<file path="src/design/gddn_pkg.sv">
`default_nettype none
package gddn_pkg;

    localparam int unsigned CW = 22;   // day count / accumulator width

    typedef struct packed {
        logic [CW-1:0] a;     // minuend / compare left side
        logic [CW-1:0] b;     // subtrahend / compare right side
        logic [CW-1:0] c;     // accumulator
        logic [CW-1:0] d;     // accumulator addend
    } alu_in_t;

    typedef struct packed {
        logic [CW-1:0] diff;
        logic [CW-1:0] sum;
        logic          ge;
    } alu_out_t;

    localparam logic [1:0] ST_OK      = 2'd0;
    localparam logic [1:0] ST_INVALID = 2'd1;
    localparam logic [1:0] ST_NEG     = 2'd2;
    localparam logic [1:0] ST_OVER    = 2'd3;

    localparam logic [13:0]   YEAR_FIRST  = 14'd1900;
    localparam logic [13:0]   YEAR_LAST   = 14'd9999;
    localparam logic [CW-1:0] YEAR_BASE   = 22'd1601;
    localparam logic [CW-1:0] COUNT_LIMIT = 22'd2958464;
    // days from 1601-01-01 to 1900-01-01
    localparam logic [CW-1:0] DAY_BIAS    = 22'd109207;
    localparam logic [CW-1:0] DAY_BIAS_P1 = 22'd109208;
    localparam logic [3:0]    LAST_STEP   = 4'd13;
    localparam logic [3:0]    MONTH_DEC   = 4'd12;

    // Restoring-division weights in days: 400 y x16..x1, 100 y x2,x1, 4 y x16..x1, 1 y x2,x1
    function automatic logic [CW-1:0] step_day_w(input logic [3:0] s);
        logic [CW-1:0] w;
        case (s)
            4'd0:    w = 22'd2337552;
            4'd1:    w = 22'd1168776;
            4'd2:    w = 22'd584388;
            4'd3:    w = 22'd292194;
            4'd4:    w = 22'd146097;
            4'd5:    w = 22'd73048;
            4'd6:    w = 22'd36524;
            4'd7:    w = 22'd23376;
            4'd8:    w = 22'd11688;
            4'd9:    w = 22'd5844;
            4'd10:   w = 22'd2922;
            4'd11:   w = 22'd1461;
            4'd12:   w = 22'd730;
            4'd13:   w = 22'd365;
            default: w = '0;
        endcase
        return w;
    endfunction

    // Same steps in years
    function automatic logic [CW-1:0] step_year_w(input logic [3:0] s);
        logic [CW-1:0] w;
        case (s)
            4'd0:    w = 22'd6400;
            4'd1:    w = 22'd3200;
            4'd2:    w = 22'd1600;
            4'd3:    w = 22'd800;
            4'd4:    w = 22'd400;
            4'd5:    w = 22'd200;
            4'd6:    w = 22'd100;
            4'd7:    w = 22'd64;
            4'd8:    w = 22'd32;
            4'd9:    w = 22'd16;
            4'd10:   w = 22'd8;
            4'd11:   w = 22'd4;
            4'd12:   w = 22'd2;
            4'd13:   w = 22'd1;
            default: w = '0;
        endcase
        return w;
    endfunction

    function automatic logic [4:0] month_len(input logic [3:0] m, input logic leap);
        logic [4:0] n;
        case (m)
            4'd1, 4'd3, 4'd5, 4'd7, 4'd8, 4'd10, 4'd12: n = 5'd31;
            4'd4, 4'd6, 4'd9, 4'd11:                    n = 5'd30;
            4'd2:    n = leap ? 5'd29 : 5'd28;
            default: n = 5'd0;
        endcase
        return n;
    endfunction

    // Quotient bits, first step in bit 13. Year is leap when the 1-year quotient is 3,
    // unless it closes a century that is not the fourth of its 400-year cycle.
    function automatic logic leap_from_q(input logic [13:0] q);
        return (q[1:0] == 2'b11) && ((q[6:2] != 5'd24) || (q[8:7] == 2'b11));
    endfunction

endpackage
`default_nettype wire

</file>
<file path="src/design/gddn_alu.sv">
`default_nettype none
module gddn_alu (
    input  wire gddn_pkg::alu_in_t alu_in,
    output gddn_pkg::alu_out_t     alu_out
);
    import gddn_pkg::*;

    logic [CW:0] sub_full;

    assign sub_full     = {1'b0, alu_in.a} - {1'b0, alu_in.b};
    assign alu_out.diff = sub_full[CW-1:0];
    assign alu_out.ge   = ~sub_full[CW];
    assign alu_out.sum  = alu_in.c + alu_in.d;

endmodule
`default_nettype wire

</file>
<file path="src/design/gregorian_date_day_number_convert_core.sv">
// Sequence: a count out of range, or a date whose year or month is out of range, is answered
//   from the check state; otherwise a check step, 14 year steps and 1 to 12 month steps run on
//   the shared subtract/compare unit; a finished result waits while the output register is full.
// Flow: one transaction at a time; tready is high only while the sequencer is idle, the
//   output register holds a result until it is taken.
// Reset: rst_n asynchronous active low; clears the sequencer and the output valid flag.
`default_nettype none
module gregorian_date_day_number_convert_core (
    input  wire logic        clk,
    input  wire logic        rst_n,
    input  wire logic        s_axis_tvalid,
    output logic             s_axis_tready,
    // [5:0] day, [9:6] month, [23:10] year, [46:24] day_count, [47] zero
    input  wire logic [47:0] s_axis_tdata,
    // [0] command
    input  wire logic [0:0]  s_axis_tuser,
    output logic             m_axis_tvalid,
    input  wire logic        m_axis_tready,
    // [21:0] out_day_count, [26:22] out_day, [30:27] out_month, [44:31] out_year, [47:45] zero
    output logic [47:0]      m_axis_tdata,
    // [1:0] status
    output logic [1:0]       m_axis_tuser
);
    import gddn_pkg::*;

    localparam logic [1:0] S_IDLE  = 2'd0;
    localparam logic [1:0] S_CHK   = 2'd1;
    localparam logic [1:0] S_YEAR  = 2'd2;
    localparam logic [1:0] S_MONTH = 2'd3;

    logic [1:0]    state_reg, state_next;
    logic [3:0]    step_reg, step_next;
    logic [3:0]    mon_reg, mon_next;
    logic [CW-1:0] opnd_reg, opnd_next;
    logic [CW-1:0] acc_reg, acc_next;
    logic [13:0]   q_reg, q_next;
    logic          cmd_reg, cmd_next;
    logic [5:0]    day_reg, day_next;
    logic [3:0]    month_reg, month_next;
    logic [13:0]   year_reg, year_next;
    logic [22:0]   raw_reg, raw_next;

    logic          mvalid_reg, mvalid_next;
    logic [1:0]    ostat_reg;
    logic [CW-1:0] ocnt_reg;
    logic [4:0]    oday_reg;
    logic [3:0]    omon_reg;
    logic [13:0]   oyear_reg;

    alu_in_t       alu_in;
    alu_out_t      alu_out;

    logic          done;
    logic          out_free;
    logic          leap;
    logic [4:0]    len;
    logic [1:0]    res_stat;
    logic [CW-1:0] res_cnt;
    logic [4:0]    res_day;
    logic [3:0]    res_mon;
    logic [13:0]   res_year;

    gddn_alu u_alu (
        .alu_in  (alu_in),
        .alu_out (alu_out)
    );

    assign out_free      = ~mvalid_reg | m_axis_tready;
    assign leap          = leap_from_q(q_reg);
    assign len           = month_len(mon_reg, leap);
    assign s_axis_tready = (state_reg == S_IDLE);

    always_comb
    begin
        state_next = state_reg;
        step_next  = step_reg;
        mon_next   = mon_reg;
        opnd_next  = opnd_reg;
        acc_next   = acc_reg;
        q_next     = q_reg;
        cmd_next   = cmd_reg;
        day_next   = day_reg;
        month_next = month_reg;
        year_next  = year_reg;
        raw_next   = raw_reg;
        alu_in     = '0;
        done       = 1'b0;
        res_stat   = ST_OK;
        res_cnt    = '0;
        res_day    = '0;
        res_mon    = '0;
        res_year   = '0;

        case (state_reg)
            S_IDLE:
            begin
                if (s_axis_tvalid)
                begin
                    cmd_next   = s_axis_tuser[0];
                    day_next   = s_axis_tdata[5:0];
                    month_next = s_axis_tdata[9:6];
                    year_next  = s_axis_tdata[23:10];
                    raw_next   = s_axis_tdata[46:24];
                    state_next = S_CHK;
                end
            end
            S_CHK:
            begin
                q_next    = '0;
                step_next = '0;
                if (!cmd_reg)
                begin
                    alu_in.a = {8'd0, year_reg};
                    alu_in.b = YEAR_BASE;
                    if (!(year_reg inside {[YEAR_FIRST:YEAR_LAST]}) ||
                        !(month_reg inside {[4'd1:MONTH_DEC]}))
                    begin
                        done     = 1'b1;
                        res_stat = ST_INVALID;
                    end
                    else
                    begin
                        opnd_next  = alu_out.diff;   // years since 1601
                        acc_next   = '0;
                        state_next = S_YEAR;
                    end
                end
                else
                begin
                    alu_in.a = raw_reg[CW-1:0];
                    alu_in.b = COUNT_LIMIT;
                    alu_in.c = raw_reg[CW-1:0];
                    alu_in.d = DAY_BIAS;
                    if (raw_reg[22])
                    begin
                        done     = 1'b1;
                        res_stat = ST_NEG;
                    end
                    else if (alu_out.ge)
                    begin
                        done     = 1'b1;
                        res_stat = ST_OVER;
                    end
                    else
                    begin
                        opnd_next  = alu_out.sum;    // days since 1601-01-01
                        acc_next   = YEAR_BASE;
                        state_next = S_YEAR;
                    end
                end
            end
            S_YEAR:
            begin
                // subtract in one unit, credit the matching weight of the other unit
                alu_in.a = opnd_reg;
                alu_in.b = cmd_reg ? step_day_w(step_reg) : step_year_w(step_reg);
                alu_in.c = acc_reg;
                alu_in.d = cmd_reg ? step_year_w(step_reg) : step_day_w(step_reg);
                if (alu_out.ge)
                begin
                    opnd_next = alu_out.diff;
                    acc_next  = alu_out.sum;
                end
                q_next = {q_reg[12:0], alu_out.ge};
                if (step_reg == LAST_STEP)
                begin
                    mon_next   = 4'd1;
                    state_next = S_MONTH;
                end
                else
                begin
                    step_next = step_reg + 4'd1;
                end
            end
            S_MONTH:
            begin
                if (cmd_reg)
                begin
                    alu_in.a = opnd_reg;
                    alu_in.b = {17'd0, len};
                    if ((mon_reg < MONTH_DEC) && alu_out.ge)
                    begin
                        opnd_next = alu_out.diff;
                        mon_next  = mon_reg + 4'd1;
                    end
                    else
                    begin
                        done     = 1'b1;
                        res_day  = opnd_reg[4:0] + 5'd1;
                        res_mon  = mon_reg;
                        res_year = acc_reg[13:0];
                    end
                end
                else if (mon_reg < month_reg)
                begin
                    alu_in.c = acc_reg;
                    alu_in.d = {17'd0, len};
                    acc_next = alu_out.sum;
                    mon_next = mon_reg + 4'd1;
                end
                else
                begin
                    // count = acc + (day - 1) - bias
                    alu_in.a = acc_reg;
                    alu_in.b = DAY_BIAS_P1 - {16'd0, day_reg};
                    done     = 1'b1;
                    if ((day_reg == 6'd0) || (day_reg > {1'b0, month_len(month_reg, leap)}))
                    begin
                        res_stat = ST_INVALID;
                    end
                    else
                    begin
                        res_cnt = alu_out.diff;
                    end
                end
            end
            default:
            begin
                state_next = S_IDLE;
            end
        endcase

        // a finished result waits here until the output register frees up
        if (done && !out_free)
        begin
            state_next = state_reg;
            opnd_next  = opnd_reg;
            acc_next   = acc_reg;
            mon_next   = mon_reg;
            q_next     = q_reg;
            step_next  = step_reg;
        end
        else if (done)
        begin
            state_next = S_IDLE;
        end
    end

    always_comb
    begin
        mvalid_next = mvalid_reg;
        if (m_axis_tready)
        begin
            mvalid_next = 1'b0;
        end
        if (done && out_free)
        begin
            mvalid_next = 1'b1;
        end
    end

    always_ff @(posedge clk or negedge rst_n)
    begin
        if (!rst_n)
        begin
            state_reg  <= S_IDLE;
            mvalid_reg <= 1'b0;
        end
        else
        begin
            state_reg  <= state_next;
            mvalid_reg <= mvalid_next;
        end
    end

    always_ff @(posedge clk)
    begin
        step_reg  <= step_next;
        mon_reg   <= mon_next;
        opnd_reg  <= opnd_next;
        acc_reg   <= acc_next;
        q_reg     <= q_next;
        cmd_reg   <= cmd_next;
        day_reg   <= day_next;
        month_reg <= month_next;
        year_reg  <= year_next;
        raw_reg   <= raw_next;
        if (done && out_free)
        begin
            ostat_reg <= res_stat;
            ocnt_reg  <= res_cnt;
            oday_reg  <= res_day;
            omon_reg  <= res_mon;
            oyear_reg <= res_year;
        end
    end

    assign m_axis_tvalid = mvalid_reg;
    assign m_axis_tuser  = ostat_reg;
    assign m_axis_tdata  = {3'd0, oyear_reg, omon_reg, oday_reg, ocnt_reg};

`ifndef SYNTHESIS
    a_err_zero: assert property (@(posedge clk) disable iff (!rst_n)
        (m_axis_tvalid && (m_axis_tuser != ST_OK)) |-> (m_axis_tdata == 48'd0))
        else $error("error result carries nonzero data");

    a_step_range: assert property (@(posedge clk) disable iff (!rst_n)
        (state_reg == S_YEAR) |-> (step_reg <= LAST_STEP))
        else $error("year step counter out of range");

    a_month_range: assert property (@(posedge clk) disable iff (!rst_n)
        (state_reg == S_MONTH) |-> ((mon_reg >= 4'd1) && (mon_reg <= MONTH_DEC)))
        else $error("month counter out of range");

    a_accept_chk: assert property (@(posedge clk) disable iff (!rst_n)
        (s_axis_tvalid && s_axis_tready) |=> (state_reg == S_CHK))
        else $error("accepted transaction did not enter check");

    a_ok_month: assert property (@(posedge clk) disable iff (!rst_n)
        (m_axis_tvalid && (m_axis_tuser == ST_OK) && (m_axis_tdata[21:0] == 22'd0)
         && (m_axis_tdata[30:27] != 4'd0)) |-> (m_axis_tdata[26:22] != 5'd0))
        else $error("date result with zero day");
`endif

endmodule
`default_nettype wire
</file>
<file path="config.mk">
export PLATFORM = sky130hd
export DESIGN_NAME = gregorian_date_day_number_convert_core
export DESIGN_NICKNAME = d
export VERILOG_FILES = /design/src/design/gddn_pkg.sv /design/src/design/gddn_alu.sv /design/src/design/gregorian_date_day_number_convert_core.sv
export SDC_FILE = /design/constraint.sdc
export NUM_CORES = 1
export LEC_CHECK = 0
export BUFFER_PORTS_ARGS = -buffer_cell sky130_fd_sc_hd__buf_4
export CAP_MARGIN = 20
export CORE_ASPECT_RATIO = 0.6
export CORE_MARGIN = 3
export CORE_UTILIZATION = 61
export DETAILED_ROUTE_END_ITERATION = 10
export HOLD_SLACK_MARGIN = 0.12
export PLACE_DENSITY = 0.81
export SLEW_MARGIN = 40
export SYNTH_ARGS = -nofsm -noshare
export SYNTH_HDL_FRONTEND = slang
export SYNTH_SLANG_ARGS = --single-unit
</file>
<file path="constraint.sdc">
create_clock -name clk -period 7.61 [get_ports clk]
set_input_delay 1.1415 -clock clk [delete_from_list [all_inputs] [get_ports clk]]
set_output_delay 1.1415 -clock clk [all_outputs]
set_load 0.005 [all_outputs]
</file>
=== Yosys cells after proc, flatten, opt, wreduce, memory -nomap -nowiden ===
Memories as Yosys holds them, arrays and structs flattened. A register that Yosys moved wholly into a read port is not among the register bits.
Index checks and enable logic that the tools add are counted.

* Register bits: 159
* Bits in read-only memories: 1,120
* Input port bits: 53
* Output and inout port bits: 52
* Word-level logic and storage cells: 189
* Memories: 4

* Add/subtract/negate cells: 6
* $lt $le $gt $ge: 7
* Equality and inequality tests: 48
* Multiplexer cells: 69
* Bitwise gates (word level): 6
* Reduce and logical (&&, ||, !) cells: 32

{| class="wikitable"
|+ Memory list
! name !! words !! width !! read ports !! clocked after Yosys merged registers in !! write ports !! line !! RTL
|-
| (name not given) || 16 || 22 || 1 || 1 || 0 || gddn_pkg.sv:37 || <nowiki>case (s)</nowiki>
|-
| (name not given) || 16 || 22 || 1 || 1 || 0 || gddn_pkg.sv:37 ||
|-
| (name not given) || 16 || 13 || 1 || 1 || 0 || gddn_pkg.sv:60 || <nowiki>case (s)</nowiki>
|-
| (name not given) || 16 || 13 || 1 || 1 || 0 || gddn_pkg.sv:60 ||
|}

{| class="wikitable"
|+ Operator list
! operator !! number
|-
| 22-bit 2-to-1 mux || 16
|-
| 44-bit 2-to-1 mux || 6
|-
| 88-bit one-hot mux with 3 select lines || 1
|-
| 22-bit one-hot mux with 3 select lines || 2
|-
| 4-bit == test, second input constant || 11
|-
| 4-bit 2-to-1 mux || 9
|-
| 4-bit by 3-bit == test with 1-bit output, second input constant || 8
|-
| 5-bit one-hot mux with 3 select lines || 2
|-
| 22-bit by 22-bit subtractor with 23-bit output || 1
|-
| 22-bit adder || 1
|-
| 2-bit 2-to-1 mux || 10
|-
| 9-bit one-hot mux with 2 select lines || 1
|-
| 17-bit by 6-bit subtractor with 18-bit output, first input constant || 1
|-
| 4-bit by 2-bit == test with 1-bit output, second input constant || 4
|-
| 4-bit one-hot mux with 2 select lines || 2
|-
| 8-bit AND reduction || 2
|-
| 5-bit 2-to-1 mux || 3
|-
| 3-bit inequality test, second input constant || 5
|-
| 14-bit by 11-bit greater-or-equal comparator with 1-bit output, second input constant || 1
|-
| 14-bit <= comparator, second input constant || 1
|-
| 1-bit 2-to-1 mux || 14
|-
| 2-bit inequality test, second input constant || 7
|-
| 7-bit OR reduction || 2
|-
| 4-bit OR reduction || 3
|-
| 32 further kinds || 55
|}

=== Longest topological paths before layout ===
* Word-level depth: 18
* Gate-level depth with buffers: 26
* Gate-level depth less buffers: 23

=== Cells and area by module ===
From an unflattened synthesis, not the netlist that was laid out.

* Cells, all modules: 1,144
* Area total of the unflattened synthesis: 11,901.4 um^2

{| class="wikitable"
|+ By module, submodules not included
! module !! instances !! cells an instance !! area an instance (um^2) !! sequential area each (um^2)
|-
| gregorian_date_day_number_convert_core || 1 || 832 || 9,729.3 || 5,460.2
|-
| gddn_alu || 1 || 312 || 2,172.1 || 0.0
|}

=== Worst setup path after synthesis ===
Ideal clock, no wire load.

* Path type: reg2reg
* Start point: register state_reg[0]
* End point: register ostat_reg[0], in the netlist m_axis_tuser[0] (enable)
* Setup time: 0.452 ns
* Arrival: 5.889 ns
* Required time: 7.158 ns
* Path slack: 1.269 ns
* Stages on the path, launching flop included: 16
* Path buffers: 2
* Clock period less this slack: 6.341 ns
* Path through: dfrtp_1 > ha_1 > clkbuf_1 > inv_1 > nor3_1 > clkbuf_1 > a221oi_1 > or2_2 > fa_1 > a211oi_2 > o21ai_1 > and4_4 > or2_4 > a21oi_1 > a31oi_1 > nor2_1

* Cells in the longest elaborated chain, start to end: 9
* Elaborated cells on any way between the ends: 14
* Those cells by class: add/sub: 1; eq/ne: 3; mux: 7; bitwise: 1; reduce/logical: 2

{| class="wikitable"
|+ RTL lines
! what !! line !! RTL
|-
| from (decl) || gregorian_date_day_number_convert_core.sv:31 || <nowiki>logic [1:0] state_reg, state_next;</nowiki>
|-
| from (signal assigned) || gregorian_date_day_number_convert_core.sv:261 || <nowiki>state_reg <= state_next;</nowiki>
|-
| 2-bit == test / 2-bit by 1-bit == test with 1-bit output (equally long branches) || gregorian_date_day_number_convert_core.sv:94 || <nowiki>case (state_reg)</nowiki>
|-
| 88-bit one-hot mux with 3 select lines || gregorian_date_day_number_convert_core.sv:94 ||
|-
| 22-bit by 22-bit subtractor with 23-bit output || gddn_alu.sv:10 || <nowiki>assign sub_full = {1'b0, alu_in.a} - {1'b0, alu_in.b};</nowiki>
|-
| 1-bit NOT || gddn_alu.sv:12 || <nowiki>assign alu_out.ge = ~sub_full[CW];</nowiki>
|-
| 1-bit logical AND || gregorian_date_day_number_convert_core.sv:181 || <nowiki>if ((mon_reg < MONTH_DEC) && alu_out.ge)</nowiki>
|-
| 1-bit 2-to-1 mux || gregorian_date_day_number_convert_core.sv:181 ||
|-
| 1-bit 2-to-1 mux || gregorian_date_day_number_convert_core.sv:177 || <nowiki>if (cmd_reg)</nowiki>
|-
| 1-bit one-hot mux with 2 select lines * || gregorian_date_day_number_convert_core.sv:94 ||
|-
| 1-bit logical AND * || gregorian_date_day_number_convert_core.sv:278 || <nowiki>if (done && out_free)</nowiki>
|-
| to (signal assigned) || gregorian_date_day_number_convert_core.sv:280 || <nowiki>ostat_reg <= res_stat;</nowiki>
|-
| to (decl) || gregorian_date_day_number_convert_core.sv:44 || <nowiki>logic [1:0] ostat_reg;</nowiki>
|}

Mark *: on every way between the ends. The rest lies on a longest branch, timed or not.
A chain may end at the register's enable or synchronous reset.

==> run_results.csv <==
group,metric,value,unit
clocking,postCtsSetupBuffers,0,
placed_design,dp_hpwl,23.56,mm
route,avgRoutedWirePerCell,21.84,µm
clocking,clock-root-buffer,"clkbuf_16",
setup_path,critPathMaxStageDelay,0.60,ns
clocking,cts_resized,0,
clocking,hold_buffers,0,
grt,grt_usage,0.3166,
setup_path,startpoint_type,"flop",
route,dr_wl_met2,13.95,mm
setup_path,r2r_cells,22,
setup_path,endpoint_kind,"flop",
timing,hold_viol,0,
setup_path,path_class,"reg2reg",
synthesis,syn_avg_cell_area,10.13,µm²
floorplanning,ios,105,
route,drt-pass1-iter-count,7,
route,wl_met3,4.432,mm
timing,timing.final.crit_share,0.7930,
setup_path,crit_buf_inv,3,
route,num_vias,9898,
timing,finClkSkew,0.007060,ns
final_layout,synthToLayoutAreaGrowth,13.69,%
route,ant_nets,0,
setup_path,crit_fanout,42,
synthesis,yosysWarnings,0,
grt,grt_overflow,0,
floorplanning,die_height,114.3,µm
placed_design,gp_congestion,0.9747,
timing,fmax,165.7,MHz
synthesis,ys_ff_latch,194,
timing,slew_headroom,0.4335,
status,status,"completed",
synthesis,synth_cell_type_count,85,
timing,grt_setup_unrepaired,"no",
route,drc,0,
min_path,min-delay-path-class,"in2async",
setup_path,crit_top_cell,"ha_1",
setup_path,crit_arrival,6.36,ns
floorplanning,coreArea,0.01859,mm²
final_layout,num_antenna_cells,0,
placed_design,port_buffers,100,
final_layout,drive_above_1_share,0.1741,
setup_path,critical-path-top-delay-family,"compound AO/OA/AOI/OAI gates",
route,wl,33.53,mm
floorplanning,initial_utilization,0.6412,
route,vias_per_cell,6.448,
clocking,cts.reportedPaths.clkPinSlew,0.07,ns
synthesis,synth_async_sr_flop_share,0.01546,
setup_path,required,7.93,ns
synthesis,synth_edf_count,156,
timing,timing.hold.ws,0.4588,ns
clocking,h-tree-depth,4,
grt,grt_max_degree,50,
timing,slew_violations,0,
setup_path,worstReg2RegStart,"mon_reg[1]",
setup_path,r2r_setup_slack,1.58,ns
route,drt_iter0_drc,1429,
timing,setup_violations,0,
grt,antenna_found_initial,0,
route,met1_length,14.49,mm
clocking,cts_buffers,17,
floorplanning,dieArea,0.02131,mm²
grt,grt_pass1_wl,51.85,mm
flow_run,maxCapViolCount,0,
clocking,clock_latency,0.46,ns
timing,setup_tns,0,ns
synthesis,netlist_instances,1177,
clocking,clockBufferDepth,2,
setup_path,cp_cell_sequence,"ha_1 > a211oi_2 > nor3_1 > nor2_1 > nor3_2 > buf_4 > a222oi_1 > or2_2 > ha_1 > inv_1 > fa_1 > a211oi_2 > o21ai_1 > and4_4 > or2_4 > a21oi_1 > a211oi_1 > or3_1 > clkinv_8 > ha_1 > mux2i_1 > o22ai_1",
clocking,cts_tree,"done",
setup_path,slowest_stage,"or3_1",
route,top_layer_used,"met4",
floorplanning,fp-row-count,38,
clocking,cts.sinks,194,
floorplanning,dieWidth,186.5,µm
synthesis,synth_flop_cell,"edfxtp_1",
timing,worstMarginPinSlew,0.8497,ns
setup_path,path_depth,22,
grt,grt_pass1_vias,9331,
final_layout,nNetsFinal,1389,
synthesis,netlist_area,0.01192,mm²
timing,fin_crit,6.035,ns
synthesis,synth_seq_area_share,0.4581,
layer usage:
layer / GRT usage / vias up
li1: - / 4524
met1: 0.4628 / 4663
met2: 0.4583 / 655
met3: 0.09361 / 56
met4: 0.09461 / 0
met5: 0 / -
worst register-to-register path, delay by kind of cell, from the launching register on:
kind | cells | cell delay (ns)
adder cells (fa/ha/maj) | 4 | 1.41
buffers and inverters | 3 | 0.55
flip-flops | 1 | 0.49
multiplexers | 1 | 0.13
AO/OA/AOI/OAI | 7 | 1.84
AND/OR/NAND/NOR | 7 | 1.48
synthesized netlist by cell type (all sizes together), types with 20 or more instances:
| cell | n | area [µm²] |
|---|---|---|
| o21ai | 56 | 280.3 |
| inv | 36 | 137.6 |
| nand2 | 75 | 284.0 |
| a222oi | 23 | 230.2 |
| ha | 72 | 900.9 |
| nor2b | 20 | 125.1 |
| nand3 | 21 | 105.1 |
| and3 | 20 | 125.1 |
| mux2i | 29 | 290.3 |
| a21oi | 81 | 412.9 |
| edfxtp | 156 | 4684 |
| buf | 20 | 143.9 |
| xnor2 | 26 | 227.7 |
| and2 | 40 | 257.8 |
| a21o | 29 | 226.5 |
| dfxtp | 35 | 700.7 |
| nor2 | 151 | 566.8 |
| clkbuf | 44 | 175.2 |
| xor2 | 20 | 175.2 |
| a22oi | 26 | 195.2 |
final cells by class:
cell class | instances | area (µm²)
clock buffers | 19 | 432.9
clock inverters | 13 | 158.9
fillers | 1345 | 5039
inverters | 37 | 153.9
multi-input cells | 884 | 6022
flip-flops and latches | 194 | 5460
well taps | 260 | 325.3
repair buffers | 128 | 998.5
cells by family (layout without fill, tap and decap cells):
logic type | after synthesis | in the layout | synth area share
other cells | 1 | 3 | 0.0003146
mux | 48 | 48 | 0.04230
fa+ha+maj | 74 | 74 | 0.07893
xor+xnor | 46 | 46 | 0.03380
simple gates | 400 | 400 | 0.1636
flops | 194 | 194 | 0.4581
compound gates | 313 | 313 | 0.1833
buf+inv | 101 | 197 | 0.03968
how the worst max path moves through the flow:
stage,slack [ns],from,end
finish,1.58,mon_reg[1],flop
global route,1.33,mon_reg[1],flop
CTS,1.78,mon_reg[1],flop
detailed placement,1.85,mon_reg[1],flop
global placement,1.95,mon_reg[1],flop
floorplan,1.27,state_reg[0],m_axis_tuser[0]
cell usage in the layout (no fill, tap or decap), drive strengths merged, types with 15 or more instances in the layout:
master / n
xnor2: 26
dfxtp: 35
clkbuf: 19
inv: 38
a21oi: 81
o21ai: 56
or2: 15
nor2b: 20
and3: 20
nand2: 75
nor2: 151
mux2: 19
nand3: 21
ha: 72
a22oi: 26
edfxtp: 156
and2: 40
buf: 128
a21o: 29
nor3: 19
mux2i: 29
a222oi: 23
xor2: 20
a31oi: 15
metrics by stage:
| stage | instances | cell area, µm² | util | setup WS [ns] |
|---|---|---|---|---|
| final | 1535 | 13550 | 0.7290 | 1.575 |
| after global routing | 1535 | 13550 | 0.7290 | 1.330 |
| after CTS | 1535 | 13550 | 0.7290 | 1.778 |
| after detailed placement | 1503 | 12960 | 0.6971 | 1.848 |
| after global placement | 1503 | 12950 | 0.6969 | 1.953 |
| after floorplan | 1179 | 11930 | - | 1.269 |
Power is not shown: default switching activity piles up to over one toggle a cycle in this logic, so the estimate is an artifact.
